--- src/hdl/pdec_pkg.sv ---
// pdec_pkg: shared constants, command type and hex helpers for the percent decoder
// used by every module of url_percent_decoder_core; depends on nothing
`default_nettype none

package pdec_pkg;

    localparam logic [7:0] PCT_CHAR   = 8'h25;
    localparam logic [7:0] DIGIT_LO   = 8'h30;
    localparam logic [7:0] DIGIT_HI   = 8'h39;
    localparam logic [7:0] LOWER_LO   = 8'h61;
    localparam logic [7:0] LOWER_HI   = 8'h66;
    localparam logic [7:0] UPPER_LO   = 8'h41;
    localparam logic [7:0] UPPER_HI   = 8'h46;
    localparam logic [3:0] LETTER_OFS = 4'd9;

    // escape phase codes
    localparam logic [1:0] PH_IDLE = 2'd0;
    localparam logic [1:0] PH_PCT  = 2'd1;
    localparam logic [1:0] PH_DIG  = 2'd2;

    // command queue between front and back
    localparam int QDEPTH = 4;
    localparam int QPTR_W = $clog2(QDEPTH);
    localparam int QCNT_W = $clog2(QDEPTH + 1);

    localparam int MAX_OUT = 3;
    localparam int CNT_W   = $clog2(MAX_OUT + 1);

    // one accepted request turned into up to three output bytes
    typedef struct packed {
        logic [CNT_W-1:0]         cnt;
        logic [MAX_OUT-1:0][7:0]  data;
        logic                     last;
    } cmd_t;

    function automatic logic is_digit(input logic [7:0] c);
        return (c >= DIGIT_LO) && (c <= DIGIT_HI);
    endfunction

    function automatic logic is_hex(input logic [7:0] c);
        return is_digit(c)
            || ((c >= LOWER_LO) && (c <= LOWER_HI))
            || ((c >= UPPER_LO) && (c <= UPPER_HI));
    endfunction

    // valid only when is_hex holds; letters have low nibble 1..6
    function automatic logic [3:0] hex_val(input logic [7:0] c);
        return is_digit(c) ? c[3:0] : c[3:0] + LETTER_OFS;
    endfunction

endpackage

`default_nettype wire

--- src/hdl/pdec_if.sv ---
// pdec_in_if / pdec_out_if: valid-ready channels for encoded and decoded bytes
// no dependencies
`default_nettype none

interface pdec_in_if;
    logic       valid;
    logic       ready;
    logic [7:0] in_byte;
    logic       in_last;

    modport source (output valid, output in_byte, output in_last, input ready);
    modport sink   (input valid, input in_byte, input in_last, output ready);
endinterface

interface pdec_out_if;
    logic       valid;
    logic       ready;
    logic [7:0] out_byte;
    logic       out_last;

    modport source (output valid, output out_byte, output out_last, input ready);
    modport sink   (input valid, input out_byte, input out_last, output ready);
endinterface

`default_nettype wire

--- src/hdl/pdec_front.sv ---
// pdec_front: accepts encoded bytes, tracks the escape phase, builds output commands
// depends on pdec_pkg and pdec_in_if
`default_nettype none

module pdec_front (
    input  wire logic        clk,
    input  wire logic        rst_n,
    pdec_in_if.sink          in_ch,
    output pdec_pkg::cmd_t   cmd,
    output logic             cmd_valid,
    input  wire logic        cmd_ready
);
    import pdec_pkg::*;

    logic [1:0] phase_reg, phase_next;
    logic [7:0] held_reg, held_next;
    logic       accept;

    function automatic cmd_t push(input cmd_t c, input logic [7:0] v);
        cmd_t r;
        r = c;
        case (c.cnt)
            2'd0:    r.data[0] = v;
            2'd1:    r.data[1] = v;
            default: r.data[2] = v;
        endcase
        r.cnt = c.cnt + 1'b1;
        return r;
    endfunction

    always_comb
    begin
        cmd        = '0;
        phase_next = phase_reg;
        held_next  = held_reg;
        case (phase_reg)
            PH_PCT:
            begin
                if (is_hex(in_ch.in_byte))
                begin
                    held_next  = in_ch.in_byte;
                    phase_next = PH_DIG;
                end
                else
                begin
                    cmd = push(cmd, PCT_CHAR);
                    if (in_ch.in_byte == PCT_CHAR)
                        phase_next = PH_PCT;
                    else
                    begin
                        cmd        = push(cmd, in_ch.in_byte);
                        phase_next = PH_IDLE;
                    end
                end
            end
            PH_DIG:
            begin
                if (is_hex(in_ch.in_byte) && is_hex(held_reg))
                begin
                    cmd        = push(cmd, {hex_val(held_reg), hex_val(in_ch.in_byte)});
                    phase_next = PH_IDLE;
                end
                else
                begin
                    cmd = push(cmd, PCT_CHAR);
                    cmd = push(cmd, held_reg);
                    if (in_ch.in_byte == PCT_CHAR)
                        phase_next = PH_PCT;
                    else
                    begin
                        cmd        = push(cmd, in_ch.in_byte);
                        phase_next = PH_IDLE;
                    end
                end
            end
            default:
            begin
                if (in_ch.in_byte == PCT_CHAR)
                    phase_next = PH_PCT;
                else
                begin
                    cmd        = push(cmd, in_ch.in_byte);
                    phase_next = PH_IDLE;
                end
            end
        endcase

        // end of string: flush whatever is held
        if (in_ch.in_last)
        begin
            if (phase_next == PH_PCT)
                cmd = push(cmd, PCT_CHAR);
            else if (phase_next == PH_DIG)
            begin
                cmd = push(cmd, PCT_CHAR);
                cmd = push(cmd, held_next);
            end
            phase_next = PH_IDLE;
            cmd.last   = 1'b1;
        end
    end

    assign in_ch.ready = cmd_ready;
    assign accept      = in_ch.valid && cmd_ready;
    assign cmd_valid   = in_ch.valid && (cmd.cnt != '0);

    always_ff @(posedge clk or negedge rst_n)
    begin
        if (!rst_n)
        begin
            phase_reg <= PH_IDLE;
            held_reg  <= '0;
        end
        else if (accept)
        begin
            phase_reg <= phase_next;
            held_reg  <= held_next;
        end
    end

endmodule

`default_nettype wire

--- src/hdl/pdec_queue.sv ---
// pdec_queue: short command queue between front and back
// depends on pdec_pkg
`default_nettype none

module pdec_queue (
    input  wire logic        clk,
    input  wire logic        rst_n,
    input  wire pdec_pkg::cmd_t wr_cmd,
    input  wire logic        wr_valid,
    output logic             wr_ready,
    output pdec_pkg::cmd_t   rd_cmd,
    output logic             rd_valid,
    input  wire logic        rd_ready
);
    import pdec_pkg::*;

    cmd_t              mem_reg [QDEPTH];
    logic [QPTR_W-1:0] wptr_reg, rptr_reg;
    logic [QCNT_W-1:0] count_reg;
    logic              do_wr, do_rd;

    assign wr_ready = (count_reg != QCNT_W'(QDEPTH));
    assign rd_valid = (count_reg != '0);
    assign rd_cmd   = mem_reg[rptr_reg];
    assign do_wr    = wr_valid && wr_ready;
    assign do_rd    = rd_valid && rd_ready;

    always_ff @(posedge clk)
    begin
        if (do_wr)
            mem_reg[wptr_reg] <= wr_cmd;
    end

    always_ff @(posedge clk or negedge rst_n)
    begin
        if (!rst_n)
        begin
            wptr_reg  <= '0;
            rptr_reg  <= '0;
            count_reg <= '0;
        end
        else
        begin
            if (do_wr)
                wptr_reg <= wptr_reg + 1'b1;
            if (do_rd)
                rptr_reg <= rptr_reg + 1'b1;
            if (do_wr && !do_rd)
                count_reg <= count_reg + 1'b1;
            else if (do_rd && !do_wr)
                count_reg <= count_reg - 1'b1;
        end
    end

endmodule

`default_nettype wire

--- src/hdl/pdec_back.sv ---
// pdec_back: unrolls each queued command into output bytes behind an output register
// depends on pdec_pkg and pdec_out_if
`default_nettype none

module pdec_back (
    input  wire logic        clk,
    input  wire logic        rst_n,
    input  wire pdec_pkg::cmd_t cmd,
    input  wire logic        cmd_valid,
    output logic             cmd_pop,
    pdec_out_if.source       out_ch
);
    import pdec_pkg::*;

    logic [CNT_W-1:0] idx_reg;
    logic             out_valid_reg;
    logic [7:0]       out_byte_reg, byte_sel;
    logic             out_last_reg;
    logic             load, at_end;

    assign load    = cmd_valid && (!out_valid_reg || out_ch.ready);
    assign at_end  = (idx_reg == cmd.cnt - 1'b1);
    assign cmd_pop = load && at_end;

    always_comb
    begin
        case (idx_reg)
            2'd0:    byte_sel = cmd.data[0];
            2'd1:    byte_sel = cmd.data[1];
            default: byte_sel = cmd.data[2];
        endcase
    end

    always_ff @(posedge clk or negedge rst_n)
    begin
        if (!rst_n)
        begin
            idx_reg       <= '0;
            out_valid_reg <= 1'b0;
        end
        else
        begin
            if (load)
            begin
                out_valid_reg <= 1'b1;
                idx_reg       <= at_end ? '0 : idx_reg + 1'b1;
            end
            else if (out_ch.ready)
                out_valid_reg <= 1'b0;
        end
    end

    always_ff @(posedge clk)
    begin
        if (load)
        begin
            out_byte_reg <= byte_sel;
            out_last_reg <= cmd.last && at_end;
        end
    end

    assign out_ch.valid    = out_valid_reg;
    assign out_ch.out_byte = out_byte_reg;
    assign out_ch.out_last = out_last_reg;

endmodule

`default_nettype wire

--- src/hdl/url_percent_decoder_core.sv ---
// url_percent_decoder_core: top level of the streaming url percent decoder
// depends on pdec_pkg, pdec_if, pdec_front, pdec_queue, pdec_back
`default_nettype none

// Streaming percent decoder. Each input request carries one encoded byte and a
// last-of-string flag; "%XY" with two hex digits (either case) turns into one
// byte, everything else passes through, and a broken escape is emitted
// literally before the breaking byte is judged afresh. The front stage takes one
// request per cycle whenever the four-entry command queue has room, with no
// bubbles between requests; each request becomes a command of zero to three
// output bytes. The back stage drains the queue at one output byte per cycle
// while the output channel is ready, through a registered output; sustained
// runs of broken escapes (two or three bytes out per request) or a stalled
// output channel fill the queue and throttle the input. A decoded byte reaches
// the output through a queue entry and then the output register. The final
// byte of every string carries out_last, and a last request always produces
// at least one byte.

module url_percent_decoder_core (
    input  wire logic   clk,
    input  wire logic   rst_n,
    pdec_in_if.sink     in_ch,
    pdec_out_if.source  out_ch
);
    import pdec_pkg::*;

    // front to queue
    cmd_t f_cmd;
    logic f_valid;
    logic f_ready;

    // queue to back
    cmd_t q_cmd;
    logic q_valid;
    logic q_pop;

    // classify each byte and track the pending escape
    pdec_front u_front (
        .clk       (clk),
        .rst_n     (rst_n),
        .in_ch     (in_ch),
        .cmd       (f_cmd),
        .cmd_valid (f_valid),
        .cmd_ready (f_ready)
    );

    // decouples input acceptance from multi-byte output expansion
    pdec_queue u_queue (
        .clk      (clk),
        .rst_n    (rst_n),
        .wr_cmd   (f_cmd),
        .wr_valid (f_valid),
        .wr_ready (f_ready),
        .rd_cmd   (q_cmd),
        .rd_valid (q_valid),
        .rd_ready (q_pop)
    );

    // one decoded byte per cycle onto the output channel while it is ready
    pdec_back u_back (
        .clk       (clk),
        .rst_n     (rst_n),
        .cmd       (q_cmd),
        .cmd_valid (q_valid),
        .cmd_pop   (q_pop),
        .out_ch    (out_ch)
    );

endmodule

`default_nettype wire

--- src/flat_wrapper.sv ---
// flat-port wrapper written by rule: the top's interface ports become plain ports
module url_percent_decoder_core_flat import pdec_pkg::*;
  (clk, rst_n, in_ch_valid, in_ch_in_byte, in_ch_in_last, in_ch_ready, out_ch_valid, out_ch_out_byte, out_ch_out_last, out_ch_ready);
  pdec_in_if in_ch_i ();
  pdec_out_if out_ch_i ();
  input  wire logic clk;
  input  wire logic rst_n;
  input wire logic [$bits(in_ch_i.valid)-1:0] in_ch_valid;
  input wire logic [$bits(in_ch_i.in_byte)-1:0] in_ch_in_byte;
  input wire logic [$bits(in_ch_i.in_last)-1:0] in_ch_in_last;
  output wire logic [$bits(in_ch_i.ready)-1:0] in_ch_ready;
  output wire logic [$bits(out_ch_i.valid)-1:0] out_ch_valid;
  output wire logic [$bits(out_ch_i.out_byte)-1:0] out_ch_out_byte;
  output wire logic [$bits(out_ch_i.out_last)-1:0] out_ch_out_last;
  input wire logic [$bits(out_ch_i.ready)-1:0] out_ch_ready;
  assign in_ch_i.valid = in_ch_valid;
  assign in_ch_i.in_byte = in_ch_in_byte;
  assign in_ch_i.in_last = in_ch_in_last;
  assign in_ch_ready = in_ch_i.ready;
  assign out_ch_valid = out_ch_i.valid;
  assign out_ch_out_byte = out_ch_i.out_byte;
  assign out_ch_out_last = out_ch_i.out_last;
  assign out_ch_i.ready = out_ch_ready;
  url_percent_decoder_core u_core (.clk(clk), .rst_n(rst_n), .in_ch(in_ch_i), .out_ch(out_ch_i));
endmodule
--- config.mk ---
export PLATFORM = sky130hd
export DESIGN_NAME = url_percent_decoder_core_flat
export DESIGN_NICKNAME = d
export VERILOG_FILES = /design/src/hdl/pdec_pkg.sv /design/src/hdl/pdec_if.sv /design/src/hdl/pdec_front.sv /design/src/hdl/pdec_queue.sv /design/src/hdl/pdec_back.sv /design/src/hdl/url_percent_decoder_core.sv /design/src/flat_wrapper.sv
export SDC_FILE = /design/constraint.sdc
export NUM_CORES = 1
export LEC_CHECK = 0
export BUFFER_PORTS_ARGS = -buffer_cell sky130_fd_sc_hd__buf_4
export CORE_AREA = 2 2 118 120
export DETAILED_ROUTE_END_ITERATION = 10
export DIE_AREA = 0 0 120 122
export PLACE_DENSITY = 0.66
export SLEW_MARGIN = 10
export SYNTH_ARGS = -nofsm -noshare
export SYNTH_HDL_FRONTEND = slang
export SYNTH_SLANG_ARGS = --single-unit
export TNS_END_PERCENT = 30
--- constraint.sdc ---
create_clock -name clk -period 8.2 [get_ports clk]
set_clock_uncertainty 0.2 [all_clocks]
set_input_delay 1.64 -clock clk [delete_from_list [all_inputs] [get_ports clk]]
set_output_delay 1.64 -clock clk [all_outputs]
set_load 0.005 [all_outputs]
==> After elaboration in Yosys (flattened, before gate mapping) <==
Memories as Yosys holds them, arrays and structs flattened.
Cells that the tools add are included.
{ "word_totals": {"reg_bits": 29, "mem_bits_rw": 108, "input_bits": 13, "output_inout_bits": 11, "word_cells": 107, "memories": 1} }
{ "memory_table": {"columns": ["memory", "depth", "word_bits", "read_ports", "rd_clocked_by_memory_dff", "write_ports", "line", "text"], "rows": [
  ["u_core.u_queue.mem_reg", 4, 27, 1, 0, 1, "pdec_queue.sv:17", "cmd_t mem_reg [QDEPTH];"]
]} }
{ "classes": {"add_sub_neg": 10, "n_lt_le_gt_ge": 12, "eq_ne": 10, "mux": 32, "reduce_logical": 33} }
{ "ops": {"columns": ["operator", "count"], "rows": [
  ["27-bit 2-to-1 mux", 6],
  ["8-bit 2-to-1 mux", 8],
  ["27-bit one-hot mux with 2 select lines", 1],
  ["26-bit 2-to-1 mux", 2],
  ["8-bit by 7-bit greater-or-equal comparator with 1-bit output (second input constant)", 4],
  ["8-bit by 7-bit <= comparator with 1-bit output (second input constant)", 4],
  ["8-bit by 6-bit greater-or-equal comparator with 1-bit output (second input constant)", 2],
  ["8-bit by 6-bit <= comparator with 1-bit output (second input constant)", 2],
  ["1-bit logical AND", 16],
  ["8-bit one-hot mux with 2 select lines", 1],
  ["2-bit by 1-bit adder with 2-bit output (second input constant)", 5],
  ["2-bit by 1-bit == test with 1-bit output (second input constant)", 5],
  ["4-bit adder (second input constant)", 2],
  ["8-bit by 6-bit == test with 1-bit output (second input constant)", 1],
  ["4-bit 2-to-1 mux", 2],
  ["2-bit zero test", 3],
  ["1-bit 2-to-1 mux", 6],
  ["2-bit 2-to-1 mux", 3],
  ["3-bit 2-to-1 mux", 2],
  ["2-bit nonzero test", 3],
  ["1-bit logical OR", 5],
  ["2-bit == test (second input constant)", 2],
  ["2-bit one-hot mux with 2 select lines", 1],
  ["2-bit OR reduction", 2],
  ["7 further kinds", 9]
]} }

==> Logic depth before layout (Yosys ltp) <==
Gate-level depths: netlist (run 1).
{ "depth": {"word_depth": 21, "ltp_mapped": 18, "depth_no_buf": 17} }

==> Cells and area by module <==
Synthesis (run 1) repeated with hierarchy kept, for this count alone.
{ "unflattened": {"hier_cells": 452, "hier_area_um2": 6606.3} }
{ "modules_own_cells": {"columns": ["mod", "n_inst", "cells_per_inst", "area_per_inst_um2", "seq_area_each_um2"], "rows": [
  ["pdec_queue", 1, 176, 4315.4, 3418.3],
  ["pdec_front", 1, 214, 1659.1, 250.2],
  ["pdec_back", 1, 62, 631.9, 345.3]
]} }

==> Worst setup path after synthesis (run 1) <==
No wires, ideal clock.
{ "synth_path": {"kind": "input port to flip-flop", "startpoint": "input port in_ch_in_byte[1]", "endpoint": "memory u_core.u_queue.mem_reg[0][0] (netlist bit), enable pin", "setup_time_ps": 386, "arrival_time_ps": 4589, "required_ps": 7614, "slack_ps": 3025, "stages": 12, "path_buffers": 0, "path_cell_list": "inv_1 ha_1 or3b_1 nand4b_2 o2111ai_4 o221ai_2 inv_1 ha_1 xnor2_1 o21ai_2 a31oi_4 and2_1"} }
{ "synth_via": {"elab_chain_len": 17, "word_cells_on_any_way": 35, "classes_between": "add/sub (2); order compare (6); eq/ne (3); mux (15); reduce/logical (9)"} }
{ "synth_rtl": {"columns": ["item", "line", "text"], "rows": [
  ["from (decl)", "flat_wrapper.sv:9", "input wire logic [$bits(in_ch_i.in_byte)-1:0] in_ch_in_byte;"],
  ["8-bit by 6-bit greater-or-equal comparator with 1-bit output (tied with other cells)", "pdec_pkg.sv:37", "return (c >= DIGIT_LO) && (c <= DIGIT_HI);"],
  ["1-bit logical AND (on tied branches)", "pdec_pkg.sv:37, pdec_pkg.sv:42", null],
  ["1-bit logical OR", "pdec_pkg.sv:42", "|| ((c >= LOWER_LO) && (c <= LOWER_HI))"],
  ["1-bit logical OR", "pdec_pkg.sv:43", "|| ((c >= UPPER_LO) && (c <= UPPER_HI));"],
  ["1-bit logical AND", "pdec_front.sv:58", "if (is_hex(in_ch.in_byte) && is_hex(held_reg))"],
  ["27-bit 2-to-1 mux", "pdec_front.sv:58", null],
  ["27-bit one-hot mux with 2 select lines", "pdec_front.sv:36", "case (phase_reg)"],
  ["2-bit by 1-bit adder with 2-bit output (2 in series)", "pdec_front.sv:27", "r.cnt = c.cnt + 1'b1;"],
  ["27-bit 2-to-1 mux", "pdec_front.sv:93", "else if (phase_next == PH_DIG)"],
  ["27-bit 2-to-1 mux", "pdec_front.sv:91", "if (phase_next == PH_PCT)"],
  ["27-bit 2-to-1 mux *", "pdec_front.sv:89", "if (in_ch.in_last)"],
  ["2-bit nonzero test *", "pdec_front.sv:105", "assign cmd_valid = in_ch.valid && (cmd.cnt != '0);"],
  ["1-bit logical AND *", "pdec_front.sv:105", null],
  ["1-bit logical AND *", "pdec_queue.sv:25", "assign do_wr = wr_valid && wr_ready;"],
  ["via u_core.u_queue.do_wr", "pdec_queue.sv:20", "logic do_wr, do_rd;"],
  ["1-bit 2-to-1 mux *", "pdec_queue.sv:30", "if (do_wr)"],
  ["1-bit 2-to-1 mux (implied by the code) *", "pdec_queue.sv:31", "mem_reg[wptr_reg] <= wr_cmd;"],
  ["to (decl)", "pdec_queue.sv:17", null]
]} }
The timed path passes the listed nets; every way through them passes the cells marked *.

==> Final worst setup path (run 1) <==
{ "layout_path": {"startpoint": "input port in_ch_in_byte[1]", "endpoint": "memory u_core.u_queue.mem_reg[0][7] (netlist bit), enable pin"} }
Same word-level chain as after synthesis.

==> run_results.csv, run 1 <==
group,metric,value,unit
run_status,status,"finished, final reports clean",
synthesis,synth_edf_count,117,
global_route,grt_usage,21.0,%
clock_tree,cts_buffers,17,
synthesis,yosysTopAreaCell,"edfxtp_1",
power_and_ir_drop,p_clk_share,32.5,%
global_route,first_global_vias,3885,
route,ant_nets,0,
timing,slew_headroom,35.3,%
floorplanning,rows,43,
floorplanning,initial_core_util,48.5,%
setup_path,start_kind,"input port",
layout,fin_nets,502,
global_route,antenna_found_initial,0,
power_and_ir_drop,powerDensity,315,mW/mm^2
setup_path,crit_type,"input port to register",
job,cap_violations,0,
clock_tree,htree_levels,4,
synthesis,seq_area_frac_synth,61.3,%
clock_tree,clkTransAtPathRegs,0.06,ns
power_and_ir_drop,p_sw,0.664,mW
power_and_ir_drop,p_leak,2.71,nW
route,post_drt_wl_per_cell,21.9,microns
layout,antenna-diode-count,0,
floorplanning,die_h,122,microns
placement,routabilityCongestion,0.889,
synthesis,avgSynthCellArea,14.9,sq um
clock_tree,root_buffer,"clkbuf_16",
synthesis,synth_fp_nets,475,
route,drt-initial-drc-count,316,
timing,setup_tns,0,ns
clock_tree,postCtsHoldBufs,0,
power_and_ir_drop,pwr-share-seq,43.4,%
setup_path,crit_fanout,18,
synthesis,synth_area,0.00655,sq mm
clock_tree,cts.path.max_buffers,2,
power_and_ir_drop,swShare,28.1,%
synthesis,yosys_warnings,0,
layout,largest_register_ffs,108,
synthesis,ys_ff_latch,137,
power_and_ir_drop,peakVddDrop,0.131,mV
route,drc,0,
placement,dp.final_hpwl,9890,microns
route,first_pass_iters,4,
setup_path,reg2regPathDepth,12,
power_and_ir_drop,internal-power,1.70,mW
layout,area_growth,14.3,%
layout,drive_above_1_share,23.5,%
clock_tree,clk_latency,0.42,ns
clock_tree,clkSinkCount,137,
setup_path,end_kind,"register",
min_path,min-delay-path-class,"register to register",
synthesis,synth.distinct_cells,72,
floorplanning,design.core.area,0.0135,sq mm
timing,rsz0062_at_grt,"false",
setup_path,worstPathRequired,8.11,ns
global_route,grt_pass1_wl,22500,microns
timing,fmax,0.180,GHz
floorplanning,die_w,120,microns
synthesis,syn_inst,441,
timing,finalHoldViolCount,0,
timing,min_period,5.55,ns
floorplanning,die_area,0.0146,sq mm
global_route,grt_overflow,0,
timing,finalSetupViolations,0,
power_and_ir_drop,comb_power_share,24.1,%
synthesis,async_flop_share,14.6,%
synthesis,yosys.area.top_type_share,53.6,%
synthesis,synth-main-ff-cell,"edfxtp_1",
timing,hold_slack,0.296,ns
clock_tree,cts_setup_buffers,0,
route,vias,3888,
placement,port_buffers,23,
clock_tree,ctsResizeCount,0,
timing,min_period_over_period,67.6,%
floorplanning,io_pins,24,
route,vias_per_cell,5.88,
min_path,holdPathStages,1,
setup_path,critical_path_arrival,5.46,ns
route,wl,14500,microns
global_route,grt_start_max_net_pins,30,
synthesis,synth.area.top_cells,"edfxtp_1 54%, mux4_2 9.3%, dfrtp_1 7.6%, ha_1 3.8%, a22oi_1 1.8%",
clock_tree,tritoncts,"yes",
timing,tightest_slew,0.971,ns
timing,slew_viol_final,0,
==> stage by stage <==
| step | area [sq um] | cells | utilization [%] | setup WS, ns | power [mW] |
|---|---|---|---|---|---|
| after floorplan | 6550 | 441 | - | 3.02 | 1.42 |
| after global placement | 6880 | 629 | 51.0 | 2.33 | 1.60 |
| after detailed placement | 6880 | 629 | 51.0 | 2.18 | 1.62 |
| after CTS | 7490 | 661 | 55.4 | 2.61 | 2.40 |
| after global routing | 7490 | 661 | 55.4 | 2.34 | 2.48 |
| final | 7490 | 661 | 55.4 | 2.65 | 2.36 |
==> area by class of cell <==
type,instances,area (sq um)
Clock inverter,14,173
Multi-Input combinational cell,253,2320
Clock buffer,18,429
Tap cell,180,225
Sequential cell,137,4020
Timing Repair Buffer,28,210
Fill cell,1051,6020
Inverter,31,116
==> cell families (layout without fill, tap and decap cells) <==
| kind of cell | count (synthesis) | in the layout | synth area share [%] |
|---|---|---|---|
| simple gates | 89 | 89 | 7.53 |
| flops | 137 | 137 | 61.3 |
| xor+xnor | 14 | 14 | 1.99 |
| compound gates | 97 | 97 | 11.6 |
| fa+ha+maj | 21 | 21 | 4.13 |
| mux | 32 | 32 | 10.2 |
| buf+inv | 51 | 91 | 3.34 |
==> per-layer routing <==
layer | vias to the layer above | part of all wire (%) | wire, microns | GRT usage, %
met5 | - | 0 | 0 | 0
met4 | 0 | 0.90 | 130 | 5.81
met3 | 15 | 4.6 | 661 | 3.51
met2 | 125 | 52 | 7590 | 36.9
met1 | 1986 | 42 | 6110 | 27.0
li1 | 1762 | - | - | -
==> worst paths after layout <==
path | start | end | slack [ns]
min | u_core.u_queue.count_reg[2] | u_core.u_queue.count_reg[2] | 0.30
max in group asynchronous | rst_n | u_core.u_queue.rptr_reg[0] | 6.63
max reg2reg | u_core.u_front.phase_reg[0] | u_core.u_queue.mem_reg[0][7] | 3.75
max | in_ch_in_byte[1] | u_core.u_queue.mem_reg[0][7] | 2.65
min in group asynchronous | rst_n | u_core.u_queue.wptr_reg[1] | 0.92
min reg2reg | u_core.u_queue.count_reg[2] | u_core.u_queue.count_reg[2] | 0.30
==> synth_stat cells (all sizes together), types with 6 or more instances <==
library cell and count:
a21oi 10, nand2 27, dfrtp 20, clkbuf 6
nand3 12, mux4 27, xnor2 10, edfxtp 117
nor2 18, a32oi 6, inv 31, o21ai 28
a22oi 16, ha 20, and2 9, buf 14
==> power by group through the flow <==
stage | Clock [mW] | Combinational, mW | Sequential [mW]
finish | 0.767 | 0.568 | 1.03
global route | 0.813 | 0.624 | 1.04
CTS | 0.783 | 0.583 | 1.03
detailed placement | 0 | 0.578 | 1.04
global placement | 0 | 0.561 | 1.04
floorplan | 0 | 0.433 | 0.988
==> cells in the final DEF, fill, tap and decap left out, types with 3 or more instances in the layout <==
cell type / count
clkbuf_16: 17
and2_1: 7
o21ai_2: 3
o22ai_1: 3
a22o_1: 3
bufinv_16: 3
dfrtp_1: 19
a22oi_1: 16
clkinv_4: 5
nor2b_1: 3
ha_1: 20
inv_1: 31
buf_4: 28
a21o_1: 3
xnor2_1: 10
mux4_2: 27
nand2_1: 27
nor3_1: 3
xor2_1: 3
nand4_1: 3
a21oi_1: 8
o21ai_0: 22
nand3_1: 11
edfxtp_1: 117
nor2_1: 17
a32oi_1: 6
==> worst max-delay path, stage by stage <==
cell and delay, ns:
buf_4 0.14, inv_1 0.11, ha_1 0.27, o21ba_4 0.22, o211ai_4 0.31, o2111ai_4 0.25
o221ai_2 0.29, inv_1 0.10, ha_1 0.39, xnor2_1 0.21, o21ai_2 0.10, a31oi_4 0.29
and2_1 0.78, buf_4 0.34
Power figures use the tool's default switching activity.
==> inputs of run 2 (changes only) <==
Clock period 8.2 ns to 5.2 ns, I/O delays scaled along.
==> run 2 against run 1 <==
Against the previous run:
- global-route usage up 0.20 points
- via count down 1.1%
- first-iteration DRC count up 12%
- setup slack worse by 2.0 ns
- critical path depth up 4
- sequential share of layout area down 0.73 points
- largest power group unchanged
==> run_results.csv, run 2 (synthesis results as in run 1) <==
group,metric,value,unit
layout,drive_above_1_share,24.8,%
timing,min_period,4.56,ns
route,post_drt_wl_per_cell,21.4,microns
route,met2_length,7260,microns
route,vias_per_cell,5.76,
timing,hold_slack,0.297,ns
layout,area_growth,15.9,%
floorplanning,io_pins,24,
global_route,first_global_vias,4004,
clock_tree,clk_latency,0.42,ns
layout,antenna-diode-count,0,
layout,nFillCells,1037,
floorplanning,die_w,120,microns
setup_path,crit_chain,"buf_4, inv_1, ha_1, or3b_1, nand4b_2, o2111ai_4, o221ai_2, inv_1, ha_1, xnor2_1, o21ai_2, a31oi_4, ha_1, inv_1, fa_1, xor2_1, nor2_1, xor2_1",
placement,dp.final_hpwl,9910,microns
floorplanning,design.core.area,0.0135,sq mm
clock_tree,clkTransAtPathRegs,0.06,ns
route,ant_nets,0,
global_route,grt_start_max_net_pins,28,
clock_tree,clkSinkCount,137,
floorplanning,die_h,122,microns
placement,port_buffers,23,
floorplanning,die_area,0.0146,sq mm
min_path,min-delay-path-class,"input port to async pin",
clock_tree,ctsResizeCount,0,
setup_path,worstReg2RegEnd,"u_core.u_queue.count_reg[2]",
power_and_ir_drop,peakVddDrop,0.215,mV
setup_path,start_kind,"input port",
clock_tree,cts.path.max_buffers,2,
timing,setup_tns,0,ns
timing,min_period_over_period,87.7,%
route,first_pass_iters,5,
placement,routabilityCongestion,0.901,
job,cap_violations,0,
route,drc,0,
setup_path,critPathSlowestCell,"or3b_1",
timing,finalHoldViolCount,0,
setup_path,r2r_setup_slack,1.10,ns
clock_tree,tritoncts,"yes",
route,wl,14300,microns
route,vias,3847,
clock_tree,cts_buffers,17,
setup_path,end_kind,"register",
setup_path,crit_fanout,9,
layout,final_cell_mix,"117 x edfxtp_1, 31 x inv_1, 31 x buf_4",
floorplanning,initial_core_util,48.5,%
setup_path,critical_path_arrival,4.70,ns
route,top_layer,"met4",
power_and_ir_drop,p_leak,2.75,nW
timing,rsz0062_at_grt,"false",
global_route,grt_pass1_wl,22600,microns
timing,fmax,0.219,GHz
setup_path,reg2reg_from,"u_core.u_front.phase_reg[0]",
setup_path,slowest_delay,0.38,ns
layout,utilization,56.2,%
timing,slew_headroom,57.3,%
timing,tightest_slew,0.634,ns
timing,slew_viol_final,0,
layout,largest_register_ffs,108,
floorplanning,rows,43,
layout,instances_no_fill,668,
power_and_ir_drop,powerDensity,496,mW/mm^2
setup_path,crit_type,"input port to register",
run_status,status,"finished, final reports clean",
route,drt-initial-drc-count,353,
route,wl_met1,6130,microns
clock_tree,cts_setup_buffers,0,
setup_path,worstPathRequired,5.35,ns
global_route,antenna_found_initial,0,
clock_tree,htree_levels,4,
setup_path,crit_family,"adder cells",
setup_path,crit_buf_inv,4,
layout,fin_nets,509,
global_route,grt_usage,21.2,%
clock_tree,postCtsHoldBufs,0,
clock_tree,root_buffer,"clkbuf_16",
global_route,grt_overflow,0,
route,route.met3.wl,704,microns
placement,dp_cells,636,
setup_path,reg2regPathDepth,16,
timing,finalSetupViolations,0,
layout,final_common_cell,"edfxtp_1",
[run 2: cell type report]
class,count,area (sq um),share of cell area (%)
repair buffers,35,313,4.12
well taps,180,225,2.97
clock buffers,18,429,5.65
multi-input cells,253,2320,30.5
flip-flops and latches,137,4020,52.9
clock inverters,14,174,2.29
inverters,31,116,1.53
[run 2: power breakdown]
| group | switching, mW | internal [mW] | leakage [nW] | total, mW |
|---|---|---|---|---|
| combinational | 0.481 | 0.472 | 1.13 | 0.953 |
| sequential | 0.120 | 1.48 | 1.34 | 1.60 |
| clock | 0.459 | 0.756 | 0.283 | 1.21 |
[run 2: worst max-delay path by stage]
| stage | start | to | slack, ns | depth (start not counted) |
|---|---|---|---|---|
| 6_report | in_ch_in_byte[1] | u_core.u_queue.count_reg[2] | 0.64 | 18 |
| 5_1_grt | in_ch_in_byte[1] | u_core.u_queue.count_reg[2] | 0.41 | 18 |
| 3_5_place_dp | in_ch_in_byte[1] | u_core.u_queue.count_reg[2] | 0.24 | 18 |
| 2_1_floorplan | in_ch_in_byte[1] | u_core.u_queue.mem_reg[0][0] | 0.62 | 12 |
| 4_1_cts | in_ch_in_byte[1] | u_core.u_queue.count_reg[2] | 0.65 | 18 |
| 3_3_place_gp | in_ch_in_byte[1] | u_core.u_queue.count_reg[2] | 0.32 | 18 |
[run 2: layer usage]
metal | up-vias | GRT usage (%)
met5 | - | 0
met4 | 0 | 7.06
met3 | 18 | 5.62
met2 | 115 | 35.6
met1 | 1943 | 26.9
li1 | 1771 | -
[run 2: metrics by stage]
stage	area [sq um]	total power, mW	setup slack (ns)
floorplan	6550	2.24	0.625
global placement	6990	2.56	0.320
detailed placement	6990	2.59	0.236
CTS	7590	3.82	0.653
global route	7590	3.95	0.415
finish	7590	3.76	0.641
